## src/hdl/assert_macros.svh

```systemverilog
// Assertion macros used by the top-level RTL file of the palette pixel unpacker.
`ifndef ASSERT_MACROS_SVH
`define ASSERT_MACROS_SVH

`ifndef SYNTH

// A condition that must hold at every clock edge out of reset.
`define CHECK_ALWAYS(lbl, clock, reset, cond, msg) \
  lbl: assert property (@(posedge clock) disable iff (reset) (cond)) else $error(msg);

// A consequence that must hold in the same cycle as its trigger.
`define CHECK_SAME(lbl, clock, reset, trig, cons, msg) \
  lbl: assert property (@(posedge clock) disable iff (reset) (trig) |-> (cons)) else $error(msg);

// A consequence that must hold in the cycle after its trigger.
`define CHECK_NEXT(lbl, clock, reset, trig, cons, msg) \
  lbl: assert property (@(posedge clock) disable iff (reset) (trig) |=> (cons)) else $error(msg);

`else

`define CHECK_ALWAYS(lbl, clock, reset, cond, msg)
`define CHECK_SAME(lbl, clock, reset, trig, cons, msg)
`define CHECK_NEXT(lbl, clock, reset, trig, cons, msg)

`endif

`endif

```

## src/hdl/bpu_pkg.sv

```systemverilog
// Package of the palette pixel unpacker: sizes, codes and the queued job record.
`default_nettype none

package bpu_pkg;

  localparam int MAX_WIDTH  = 1024;
  localparam int MAX_HEIGHT = 1024;

  // Register and field widths.
  localparam int DIM_W    = 11;
  localparam int CFG_IDX_W = 2;
  localparam int BYTE_W   = 8;
  localparam int ADDR_W   = 20;
  localparam int COL_W    = $clog2(MAX_WIDTH);
  localparam int ROW_W    = $clog2(MAX_HEIGHT) + 1;
  localparam int STRIDE_W = DIM_W + 1;
  localparam int X_W      = $clog2(MAX_WIDTH) + 3;
  localparam int CNT_W    = 4;
  localparam int K_W      = 3;

  // Job queue between the front and the back.
  localparam int QUEUE_DEPTH = 4;
  localparam int QPTR_W      = $clog2(QUEUE_DEPTH);
  localparam int QCNT_W      = $clog2(QUEUE_DEPTH + 1);

  // Pixel depth codes.
  localparam logic [1:0] DEPTH_1BPP = 2'd0;
  localparam logic [1:0] DEPTH_4BPP = 2'd1;
  localparam logic [1:0] DEPTH_8BPP = 2'd2;

  // Configuration register indexes.
  localparam logic [CFG_IDX_W-1:0] REG_WIDTH  = 2'd0;
  localparam logic [CFG_IDX_W-1:0] REG_HEIGHT = 2'd1;
  localparam logic [CFG_IDX_W-1:0] REG_DEPTH  = 2'd2;

  // One byte that yields pixels, as the back needs it.
  typedef struct packed {
    logic [BYTE_W-1:0] data_byte;
    logic [1:0]        depth;
    logic [CNT_W-1:0]  count;
    logic [X_W-1:0]    x_start;
    logic [ADDR_W-1:0] row_base;
    logic              frame_end;
  } job_t;

endpackage

`default_nettype wire

```

## src/hdl/bmp_palette_pixel_unpack.sv

```systemverilog
// Top level of the palettized BMP pixel-data unpacker.
//
//  channel | direction | handshake             | payload
//  --------+-----------+-----------------------+-------------------------------------------
//  cfg     | in        | cfg_valid / cfg_ready | cfg_index, cfg_data
//  in      | in        | in_valid / in_stall   | data_byte
//  out     | out       | out_valid / out_stall | pixel_index, pixel_address, last_of_byte,
//          |           |                       | frame_done
//
// One pixel leaves per cycle while out_stall is low, and a byte yields up to eight pixels at
// 1 bpp, two at 4 bpp and one at 8 bpp; that pace is set by the single pixel output register of the back.
// A byte is classified in the cycle it is accepted and written into the job queue; its pixels
// reach the output register from the queue head. Padding bytes are accepted but yield no
// pixels. Reset is synchronous and returns width 1, height 1 and 8 bpp.
// A stalled output holds its pixel; the four-entry job queue then fills and raises in_stall.
`default_nettype none

`include "assert_macros.svh"

module bmp_palette_pixel_unpack import bpu_pkg::*; (
  input  logic                 clk,
  input  logic                 rst,
  input  logic                 cfg_valid,
  output logic                 cfg_ready,
  input  logic [CFG_IDX_W-1:0] cfg_index,
  input  logic [DIM_W-1:0]     cfg_data,
  input  logic                 in_valid,
  output logic                 in_stall,
  input  logic [BYTE_W-1:0]    data_byte,
  output logic                 out_valid,
  input  logic                 out_stall,
  output logic [BYTE_W-1:0]    pixel_index,
  output logic [ADDR_W-1:0]    pixel_address,
  output logic                 last_of_byte,
  output logic                 frame_done
);

  // The front keeps the progress counters and turns every byte that yields pixels into a
  // job: the byte, its depth, the pixel count, the first column and the row base address.
  // The row base is the one multiplication, (height - 1 - row) * width, done at accept.
  logic job_push;
  job_t job;
  logic q_full;
  logic q_empty;
  logic q_pop;
  job_t q_head;

  bpu_front u_front (
    .clk       (clk),
    .rst       (rst),
    .cfg_valid (cfg_valid),
    .cfg_ready (cfg_ready),
    .cfg_index (cfg_index),
    .cfg_data  (cfg_data),
    .in_valid  (in_valid),
    .in_stall  (in_stall),
    .data_byte (data_byte),
    .q_full    (q_full),
    .job_push  (job_push),
    .job       (job)
  );

  // The queue lets the front go on taking requests while the back is still unpacking an
  // earlier byte or is held by a stalled output.
  bpu_queue u_queue (
    .clk      (clk),
    .rst      (rst),
    .push     (job_push),
    .push_job (job),
    .pop      (q_pop),
    .head     (q_head),
    .full     (q_full),
    .empty    (q_empty)
  );

  // The back works straight off the queue head and pops it with the last pixel, so bytes
  // follow one another without a gap cycle.
  bpu_back u_back (
    .clk           (clk),
    .rst           (rst),
    .q_empty       (q_empty),
    .head          (q_head),
    .q_pop         (q_pop),
    .out_valid     (out_valid),
    .out_stall     (out_stall),
    .pixel_index   (pixel_index),
    .pixel_address (pixel_address),
    .last_of_byte  (last_of_byte),
    .frame_done    (frame_done)
  );

  // The final pixel of the image is always the last one taken from its byte.
  `CHECK_SAME(a_done_is_last, clk, rst, out_valid && frame_done, last_of_byte, "frame_done without last_of_byte")

  // Nothing can follow the final pixel of the image.
  `CHECK_NEXT(a_quiet_after_done, clk, rst, out_valid && !out_stall && frame_done, !out_valid, "pixel after frame end")

  // Pixels of one byte leave back to back at consecutive addresses.
  `CHECK_NEXT(a_byte_contiguous, clk, rst, out_valid && !out_stall && !last_of_byte, out_valid && (pixel_address == $past(pixel_address) + ADDR_W'(1)), "byte pixels not contiguous")

endmodule

`default_nettype wire

```

## src/hdl/bpu_front.sv

```systemverilog
// Front of the unpacker: configuration registers, row and column tracking, job building.
`default_nettype none

module bpu_front import bpu_pkg::*; (
  input  logic                 clk,
  input  logic                 rst,
  input  logic                 cfg_valid,
  output logic                 cfg_ready,
  input  logic [CFG_IDX_W-1:0] cfg_index,
  input  logic [DIM_W-1:0]     cfg_data,
  input  logic                 in_valid,
  output logic                 in_stall,
  input  logic [BYTE_W-1:0]    data_byte,
  input  logic                 q_full,
  output logic                 job_push,
  output job_t                 job
);

  logic [DIM_W-1:0]   image_width;
  logic [DIM_W-1:0]   image_height;
  logic [1:0]         depth_code;
  logic [COL_W-1:0]   byte_column;
  logic [ROW_W-1:0]   file_row;
  logic               image_complete;

  logic [DIM_W-1:0]    w_eff;
  logic [DIM_W-1:0]    h_eff;
  logic [1:0]          depth_sel;
  logic [CNT_W-1:0]    per_byte;
  logic [STRIDE_W-1:0] round_sum;
  logic [STRIDE_W-1:0] stride;
  logic [X_W-1:0]      x0;
  logic [X_W-1:0]      w_x;
  logic [X_W-1:0]      remain;
  logic                in_row;
  logic [CNT_W-1:0]    n_pix;
  logic                row_ok;
  logic                frame_hit;
  logic [ROW_W-1:0]    rows_left;
  logic [2*DIM_W-1:0]  prod_full;
  logic [STRIDE_W-1:0] col_next;
  logic [ROW_W-1:0]    row_next;
  logic                accept;

  assign cfg_ready = 1'b1;
  assign in_stall  = q_full;
  assign accept    = in_valid && !in_stall;

  // Out-of-range sizes are clamped into 1..MAX.
  always_comb begin
    if (image_width == '0) begin
      w_eff = DIM_W'(1);
    end else if (image_width > DIM_W'(MAX_WIDTH)) begin
      w_eff = DIM_W'(MAX_WIDTH);
    end else begin
      w_eff = image_width;
    end
    if (image_height == '0) begin
      h_eff = DIM_W'(1);
    end else if (image_height > DIM_W'(MAX_HEIGHT)) begin
      h_eff = DIM_W'(MAX_HEIGHT);
    end else begin
      h_eff = image_height;
    end
  end

  // Row stride is the bit count rounded up to whole 32-bit words, in bytes.
  always_comb begin
    unique case (depth_code)
      DEPTH_1BPP: begin
        depth_sel = DEPTH_1BPP;
        per_byte  = CNT_W'(8);
        round_sum = {1'b0, w_eff} + STRIDE_W'(31);
        stride    = STRIDE_W'({round_sum[STRIDE_W-1:5], 2'b00});
        x0        = X_W'({byte_column, 3'b000});
      end
      DEPTH_4BPP: begin
        depth_sel = DEPTH_4BPP;
        per_byte  = CNT_W'(2);
        round_sum = {1'b0, w_eff} + STRIDE_W'(7);
        stride    = STRIDE_W'({round_sum[STRIDE_W-1:3], 2'b00});
        x0        = X_W'({byte_column, 1'b0});
      end
      default: begin
        depth_sel = DEPTH_8BPP;
        per_byte  = CNT_W'(1);
        round_sum = {1'b0, w_eff} + STRIDE_W'(3);
        stride    = STRIDE_W'({round_sum[STRIDE_W-1:2], 2'b00});
        x0        = X_W'(byte_column);
      end
    endcase
  end

  assign w_x    = X_W'(w_eff);
  assign in_row = x0 < w_x;
  assign remain = w_x - x0;

  always_comb begin
    if (!in_row) begin
      n_pix = '0;
    end else if (remain > X_W'(per_byte)) begin
      n_pix = per_byte;
    end else begin
      n_pix = CNT_W'(remain);
    end
  end

  assign row_ok    = file_row < ROW_W'(h_eff);
  assign frame_hit = (file_row == ROW_W'(h_eff) - ROW_W'(1)) && in_row
                     && (remain <= X_W'(per_byte));
  assign rows_left = ROW_W'(h_eff) - ROW_W'(1) - file_row;
  assign prod_full = DIM_W'(rows_left) * w_eff;
  assign col_next  = STRIDE_W'(byte_column) + STRIDE_W'(1);
  assign row_next  = file_row + ROW_W'(1);

  assign job_push = accept && !image_complete && row_ok && (n_pix != '0);

  always_comb begin
    job.data_byte = data_byte;
    job.depth     = depth_sel;
    job.count     = n_pix;
    job.x_start   = x0;
    job.row_base  = prod_full[ADDR_W-1:0];
    job.frame_end = frame_hit;
  end

  always_ff @(posedge clk) begin
    if (rst) begin
      image_width    <= DIM_W'(1);
      image_height   <= DIM_W'(1);
      depth_code     <= DEPTH_8BPP;
      byte_column    <= '0;
      file_row       <= '0;
      image_complete <= 1'b0;
    end else begin
      if (cfg_valid && cfg_ready) begin
        unique case (cfg_index)
          REG_WIDTH:  image_width  <= cfg_data;
          REG_HEIGHT: image_height <= cfg_data;
          REG_DEPTH:  depth_code   <= cfg_data[1:0];
          default: ;
        endcase
      end
      if (accept && !image_complete) begin
        if (!row_ok) begin
          image_complete <= 1'b1;
        end else begin
          if (frame_hit) begin
            image_complete <= 1'b1;
          end
          if (col_next >= stride) begin
            byte_column <= '0;
            file_row    <= row_next;
            if (row_next >= ROW_W'(h_eff)) begin
              image_complete <= 1'b1;
            end
          end else begin
            byte_column <= col_next[COL_W-1:0];
          end
        end
      end
    end
  end

endmodule

`default_nettype wire

```

## src/hdl/bpu_queue.sv

```systemverilog
// Short job queue that decouples the byte front from the pixel back.
`default_nettype none

module bpu_queue import bpu_pkg::*; (
  input  logic clk,
  input  logic rst,
  input  logic push,
  input  job_t push_job,
  input  logic pop,
  output job_t head,
  output logic full,
  output logic empty
);

  job_t              entries [QUEUE_DEPTH];
  logic [QPTR_W-1:0] wr_ptr;
  logic [QPTR_W-1:0] rd_ptr;
  logic [QCNT_W-1:0] count;

  assign full  = count == QCNT_W'(QUEUE_DEPTH);
  assign empty = count == '0;
  assign head  = entries[rd_ptr];

  always_ff @(posedge clk) begin
    if (push) begin
      entries[wr_ptr] <= push_job;
    end
  end

  always_ff @(posedge clk) begin
    if (rst) begin
      wr_ptr <= '0;
      rd_ptr <= '0;
      count  <= '0;
    end else begin
      if (push) begin
        wr_ptr <= (wr_ptr == QPTR_W'(QUEUE_DEPTH - 1)) ? '0 : wr_ptr + QPTR_W'(1);
      end
      if (pop) begin
        rd_ptr <= (rd_ptr == QPTR_W'(QUEUE_DEPTH - 1)) ? '0 : rd_ptr + QPTR_W'(1);
      end
      if (push && !pop) begin
        count <= count + QCNT_W'(1);
      end else if (pop && !push) begin
        count <= count - QCNT_W'(1);
      end
    end
  end

endmodule

`default_nettype wire

```

## src/hdl/bpu_back.sv

```systemverilog
// Back of the unpacker: splits the job at the queue head into pixels, one per cycle while the output is not stalled.
`default_nettype none

module bpu_back import bpu_pkg::*; (
  input  logic              clk,
  input  logic              rst,
  input  logic              q_empty,
  input  job_t              head,
  output logic              q_pop,
  output logic              out_valid,
  input  logic              out_stall,
  output logic [BYTE_W-1:0] pixel_index,
  output logic [ADDR_W-1:0] pixel_address,
  output logic              last_of_byte,
  output logic              frame_done
);

  logic [K_W-1:0]    k;
  logic              advance;
  logic              emit;
  logic              is_last;
  logic [BYTE_W-1:0] idx;
  logic [ADDR_W-1:0] addr;

  assign advance = !out_valid || !out_stall;
  assign emit    = advance && !q_empty;
  assign is_last = (CNT_W'(k) + CNT_W'(1)) == head.count;
  assign q_pop   = emit && is_last;

  // Pixels are taken from the most significant end of the byte.
  always_comb begin
    case (head.depth)
      DEPTH_1BPP: idx = BYTE_W'(head.data_byte[K_W'(7) - k]);
      DEPTH_4BPP: idx = k[0] ? BYTE_W'(head.data_byte[3:0]) : BYTE_W'(head.data_byte[7:4]);
      default:    idx = head.data_byte;
    endcase
  end

  assign addr = head.row_base + ADDR_W'(head.x_start) + ADDR_W'(k);

  always_ff @(posedge clk) begin
    if (rst) begin
      out_valid <= 1'b0;
      k         <= '0;
    end else begin
      if (advance) begin
        out_valid <= !q_empty;
      end
      if (emit) begin
        k <= is_last ? '0 : k + K_W'(1);
      end
    end
  end

  always_ff @(posedge clk) begin
    if (emit) begin
      pixel_index   <= idx;
      pixel_address <= addr;
      last_of_byte  <= is_last;
      frame_done    <= is_last && head.frame_end;
    end
  end

endmodule

`default_nettype wire
```

## config.mk

```make
export PLATFORM = sky130hd
export DESIGN_NAME = bmp_palette_pixel_unpack
export DESIGN_NICKNAME = d
export VERILOG_FILES = /design/src/hdl/bpu_pkg.sv /design/src/hdl/bmp_palette_pixel_unpack.sv /design/src/hdl/bpu_front.sv /design/src/hdl/bpu_queue.sv /design/src/hdl/bpu_back.sv
export VERILOG_INCLUDE_DIRS = /design/src /design/src/hdl
export SDC_FILE = /design/constraint.sdc
export NUM_CORES = 1
export LEC_CHECK = 0
export ABC_AREA = 1
export BUFFER_PORTS_ARGS = -buffer_cell sky130_fd_sc_hd__buf_2
export CELL_PAD_IN_SITES_DETAIL_PLACEMENT = 0
export CELL_PAD_IN_SITES_GLOBAL_PLACEMENT = 1
export CORE_MARGIN = 8
export CORE_UTILIZATION = 49
export DETAILED_ROUTE_END_ITERATION = 10
export PLACE_DENSITY = 0.8
export SLEW_MARGIN = 5
export SYNTH_ARGS = -nofsm -noshare
export SYNTH_HDL_FRONTEND = slang
export SYNTH_SLANG_ARGS = --single-unit
```

## constraint.sdc

```tcl
create_clock -name clk -period 8.11 [get_ports clk]
set_input_delay 0.4055 -clock clk [delete_from_list [all_inputs] [get_ports clk]]
set_output_delay 0.4055 -clock clk [all_outputs]
set_load 0.02 [all_outputs]
```

Word level (Yosys, flattened, before mapping)
Memory sizes are Yosys's and may differ from the RTL's. A register that Yosys moved wholly into a read port is not among the register bits.
Index checks and enable logic that the tools add are counted.
{ "classes": {"n_eq_ne": 9, "n_mux": 28, "n_lt_le_gt_ge": 9, "multipliers": 1, "addsub": 17, "reduce_logical": 32} }
{ "ops": {"columns": ["op", "n"], "rows": [
  ["11-bit two-way mux", 4],
  ["13-bit case mux with 2 select lines", 1],
  ["12-bit case mux with 2 select lines", 1],
  ["11-bit > comparator (second input constant)", 2],
  ["11-bit zero test", 2],
  ["20-bit by 13-bit adder with 20-bit output", 1],
  ["20-bit by 3-bit adder with 20-bit output", 1],
  ["11-bit by 11-bit multiplier with 20-bit output", 1],
  ["8-bit case mux with 2 select lines", 1],
  ["13-bit by 4-bit > comparator with 1-bit output", 1],
  ["13-bit by 4-bit <= comparator with 1-bit output", 1],
  ["13-bit by 11-bit less-than comparator with 1-bit output", 1],
  ["11-bit by 13-bit subtractor with 13-bit output", 1],
  ["11-bit by 2-bit adder with 12-bit output (second input constant)", 1],
  ["11-bit by 3-bit adder with 12-bit output (second input constant)", 1],
  ["11-bit by 5-bit adder with 12-bit output (second input constant)", 1],
  ["12-bit greater-or-equal comparator", 1],
  ["4-bit two-way mux", 3],
  ["10-bit by 1-bit adder with 11-bit output (second input constant)", 1],
  ["11-bit by 1-bit adder with 11-bit output (second input constant)", 1],
  ["11-bit == test", 1],
  ["11-bit greater-or-equal comparator", 1],
  ["1-bit logical AND", 11],
  ["11-bit less-than comparator", 1],
  ["other kinds (27)", 55]
]} }
{ "word_totals": {"mem_count": 1, "word_cells": 112, "in_bits": 26, "regBits": 87, "out_inout_bits": 33, "ramBits": 192} }
{ "memory_table": {"columns": ["memory", "words", "width", "read_ports", "rd_ports_with_merged_regs", "wr", "line_no", "rtl"], "rows": [
  ["u_queue.entries", 4, 48, 1, 1, 1, "bpu_queue.sv:15", "job_t entries [QUEUE_DEPTH];"]
]} }

Logic depth before layout (Yosys ltp)
{ "logic_depth": {"word_depth": 13, "ltp_mapped": 44, "depth_no_buf": 44} }

Modules after synthesis
A second synthesis with hierarchy kept.
{ "hier_totals": {"cells_unflattened": 2178, "hier_area_um2": 19233.4} }
{ "modules_own_cells": {"columns": ["mod", "n_inst", "cells_each", "seq_area_each_um2", "area_per_inst_um2"], "rows": [
  ["bpu_front", 1, 1330, 920.9, 9024.9],
  ["bpu_queue", 1, 524, 5945.7, 7634.8],
  ["bpu_back", 1, 324, 980.9, 2573.7]
]} }

Least setup slack after synthesis
No wires, ideal clock.
{ "synth_path": {"path_type": "flip-flop to flip-flop", "startpoint": "reg u_front.image_height[2]", "endpoint": "mem u_queue.entries[0][19] (netlist name) (data pin)", "synth_period_minus_slack_ns": 7.106, "n_path_buf": 0, "slack_ns": 1.004, "stages_incl_launch_ff": 45, "required_time_ns": 7.930, "setup_ns": 0.180, "arrival_time_ns": 6.926, "cell_sequence": "dfxtp_1 > nor2_1 > nand2_1 > nor3_2 > nand3_2 > o21bai_1 > nand2_1 > ha_1 > nand2_1 > xor2_1 > ha_1 > nand2_1 > nor2_1 > a211oi_1 > o31ai_1 > nand2_1 > nand2_1 > nand2_1 > [9 not listed] > fa_1 > inv_1 > fa_1 > inv_1 > ha_1 > nand2_1 > inv_1 > nand4_1 > o211ai_1 > nand2_1 > inv_1 > nand2_1 > nand2_1 > a21boi_0 > o21ai_0 > nand3_1 > nand2_1 > xor2_1"} }
{ "synth_rtl": {"columns": ["item", "line_no", "rtl"], "rows": [
  ["from (decl)", "bpu_front.sv:20", "logic [DIM_W-1:0] image_height;"],
  ["from (signal assigned)", "bpu_front.sv:139", "REG_HEIGHT: image_height <= cfg_data;"],
  ["to (decl)", "bpu_queue.sv:15", null]
]} }

==> flow_metrics.env <==
export IMPL_rows=71
export IMPL_cts_tree="built"
export IMPL_grt_total_usage_pct=20.07
export IMPL_cts_setup_buffers=0
export IMPL_critPathBufInv=4
export IMPL_yosys_area_share_simple_pct=17.47
export IMPL_place_congestion=0.9027
export IMPL_timing_final_ws_setup_ns=0.5561
export IMPL_max_slew_margin_pct=39.52
export IMPL_grt_max_degree=89
export IMPL_rsz0062_at_grt="false"
export IMPL_first_pass_iters=5
export IMPL_ant_nets=0
export IMPL_antenna_found_initial=0
export IMPL_synth_cells=2060
export IMPL_synthAdderAreaFrac_pct=18.62
export IMPL_cts_sinks=281
export IMPL_initialDrtViolationCount=814
export IMPL_worstHoldEndpoint="u_queue.entries[2][47]"
export IMPL_die_width_um=210.8
export IMPL_hold_violations=0
export IMPL_yosys_warnings=0
export IMPL_synth_xor_area_share_pct=3.332
export IMPL_die_h_um=210.8
export IMPL_htree_levels=1
export IMPL_syn_area_sq_um=18590
export IMPL_synth_top_area_share_pct=35.86
export IMPL_synth_ff_latch_count=281
export IMPL_vias=14040
export IMPL_skew_ns=0.01541
export IMPL_antenna_cells=0
export IMPL_wl_per_cell_um=16.84
export IMPL_critPathArrivalTime_ns=7.90
export IMPL_layout_nets=2360
export IMPL_crit_top_cell="nand2_1"
export IMPL_syn_avg_cell_area_sq_um=9.024
export IMPL_syn_nets=2311
export IMPL_critPathTopFamily="adder cells"
export IMPL_critPathKind="flip-flop to flip-flop"
export IMPL_start_kind="flip-flop"
export IMPL_start_util_pct=49.59
export IMPL_layout_common_cells="nand2_1 (359), inv_1 (277), nor2_1 (240)"
export IMPL_grt_pass1_vias=13710
export IMPL_place_hpwl_um=33580
export IMPL_worstMarginPinSlew_ns=0.9071
export IMPL_cts_root_buf="clkbuf_16"
export IMPL_cts_buffer_depth=3
export IMPL_synth_cell_types=55
export IMPL_crit_required_ns=8.46
export IMPL_io_pins=59
export IMPL_syn2layout_area_growth_pct=9.618
export IMPL_setup_tns_ns=0
export IMPL_timing_final_crit_share_pct=93.14
export IMPL_min_period_ns=7.554
export IMPL_critPathSlowestCell="fa_1"
export IMPL_ff2ff_setup_slack_ns=0.56
export IMPL_overflow=0
export IMPL_slowest_delay_ns=0.54
export IMPL_r2r_start="u_front.image_height[2]"
export IMPL_drc=0
export IMPL_drt_wl_total_um=44500
export IMPL_drv_slew=0
export IMPL_post_place_ws_ns=0.1806
export IMPL_endpoint_kind="flip-flop"
export IMPL_worstHoldStart="data_byte[7]"
export IMPL_fillers=3490
export IMPL_synth_compound_area_share_pct=11.03
export IMPL_synth_seq_area_share_pct=42.22
export IMPL_finalSetupViolations=0
export IMPL_port_buffers=57
export IMPL_critPathMaxFanout=8
export IMPL_drive_above_1_share_pct=9.006
export IMPL_synth_mux_area_share_pct=0
export IMPL_reg2regPathDepth=35
export IMPL_cts_buffers=30
export IMPL_final_common_cell="nand2_1"
export IMPL_synth_top_family_by_area="adder cells"
export IMPL_cellLeakagePower_nw=8.994
export IMPL_reg2reg_to="u_queue.entries[0][18]"
export IMPL_drv_cap=0
export IMPL_die_area_sq_um=44430
export IMPL_peakVddDrop_mv=0.1847
export IMPL_vias_per_cell=5.310
export IMPL_p_per_area_nw_per_um2=358.5
export IMPL_core_area_sq_um=37490
export IMPL_fmax_mhz=132.4
export IMPL_hold_depth=1
export IMPL_yosys_top_cells_area="edfxtp_1 (36%), ha_1 (9.4%), fa_1 (9.3%)"
export IMPL_holdCritPathClass="primary input to flip-flop"
export IMPL_outcome="complete, no violations"
export IMPL_insertion_delay_ns=0.56
export IMPL_clkTransAtPathRegs_ns=0.06
export IMPL_grt_pass1_wl_um=72390
export IMPL_synth_largest_area_cell="edfxtp_1"
## where the power goes
group	switching, mW	internal (mW)	total [mW]
Combinational	2.49	1.26	3.76
Clock	0.548	0.699	1.25
Sequential	0.112	2.19	2.30
Total	3.15	4.15	7.30
## per-stage QoR
step	hold slack (ns)	area [sq um]	utilization, %	power (mW)	std cells
3_5_place_dp	0.4664	19450	51.88	6.088	2588
6_report	0.06726	20380	54.36	7.304	2643
3_3_place_gp	0.4494	19450	51.88	6.033	2588
5_1_grt	0.05084	20380	54.36	7.934	2643
2_1_floorplan	0.4374	18590	-	5.030	2060
4_1_cts	0.04592	20350	54.28	7.359	2643
## worst max-delay path by stage
| stage | slack, ns | cells after the start | end | startpoint |
|---|---|---|---|---|
| after CTS | 0.15 | 43 | u_queue.entries[1][19] | u_front.image_height[2] |
| after global placement | 0.51 | 44 | u_queue.entries[3][19] | u_front.image_height[2] |
| after floorplan | 1.00 | 44 | u_queue.entries[0][19] | u_front.image_height[2] |
| after detailed placement | 0.18 | 43 | u_queue.entries[1][19] | u_front.image_height[2] |
| after global routing | 0.03 | 44 | u_queue.entries[1][19] | u_front.image_height[2] |
| final | 0.56 | 35 | u_queue.entries[0][18] | u_front.image_height[2] |
## state kept, by name, indices dropped and copies added (netlist names), named ones only
register                flops
u_queue.entries           192
u_back.pixel_address       20
u_front.file_row           11
u_front.image_height       11
u_front.image_width        11
u_front.byte_column        10
u_back.pixel_index          8
u_back.k                    3
u_queue.count               3
u_front.depth_code          2
u_queue.rd_ptr              2
u_queue.wr_ptr              2
u_back.frame_done           1
u_back.last_of_byte         1
u_back.out_valid            1
u_front.image_complete      1
## cells in the mapped netlist (all sizes together)
library cell,number
a211oi,4
ha,139
o21a,2
or3,1
o2111ai,3
o21bai,6
a31oi,2
a21oi,114
o21ai,152
or2,7
a32o,8
edfxtp,222
dfxtp,59
clkinv,8
a22o,1
a21o,3
nand3,84
a32oi,5
buf,16
o41ai,1
nor4,3
fa,86
nor2,264
o22ai,36
clkbuf,43
o211ai,12
nand3b,4
nor3,12
xnor2,17
o31ai,2
nand4,17
xor2,52
conb,1
o311ai,1
o221ai,7
a21boi,3
inv,290
and3,1
nand2,372
## metal layers
metal	routed length [um]	vias up	part of all wire, %	GRT usage (%)
met1	19950	6725	45	26.74
li1	-	6951	-	-
met4	1068	0	2.4	5.502
met2	21600	294	49	34.52
met3	1891	65	4.2	2.107
met5	0	-	0	0
## cell type report
cell class	count	area (sq um)	area share, %
clock buffer	38	802.0	3.936
clock inverter	17	97.59	0.4789
inverter	298	1121	5.502
multi-input combinational	1422	9440	46.33
sequential	281	7849	38.52
tap	511	639.4	3.138
timing repair buffer	76	427.9	2.100
## kinds of logic after synthesis
logic type,Yosys count
AOI/OAI and AO/OA,362
xor gates and xnor gates,69
adders and majority gates,225
buffers and inverters,357
DFF,281
other,1
and+or+nand+nor,765
## what timing repair did
| item | in CTS | in global routing |
|---|---|---|
| resized for setup | 0 | 11 |
| hold buffers | 0 | 0 |
| endpoints found under the setup margin | 0 | 28 |
Power figures use the tool's default switching activity.
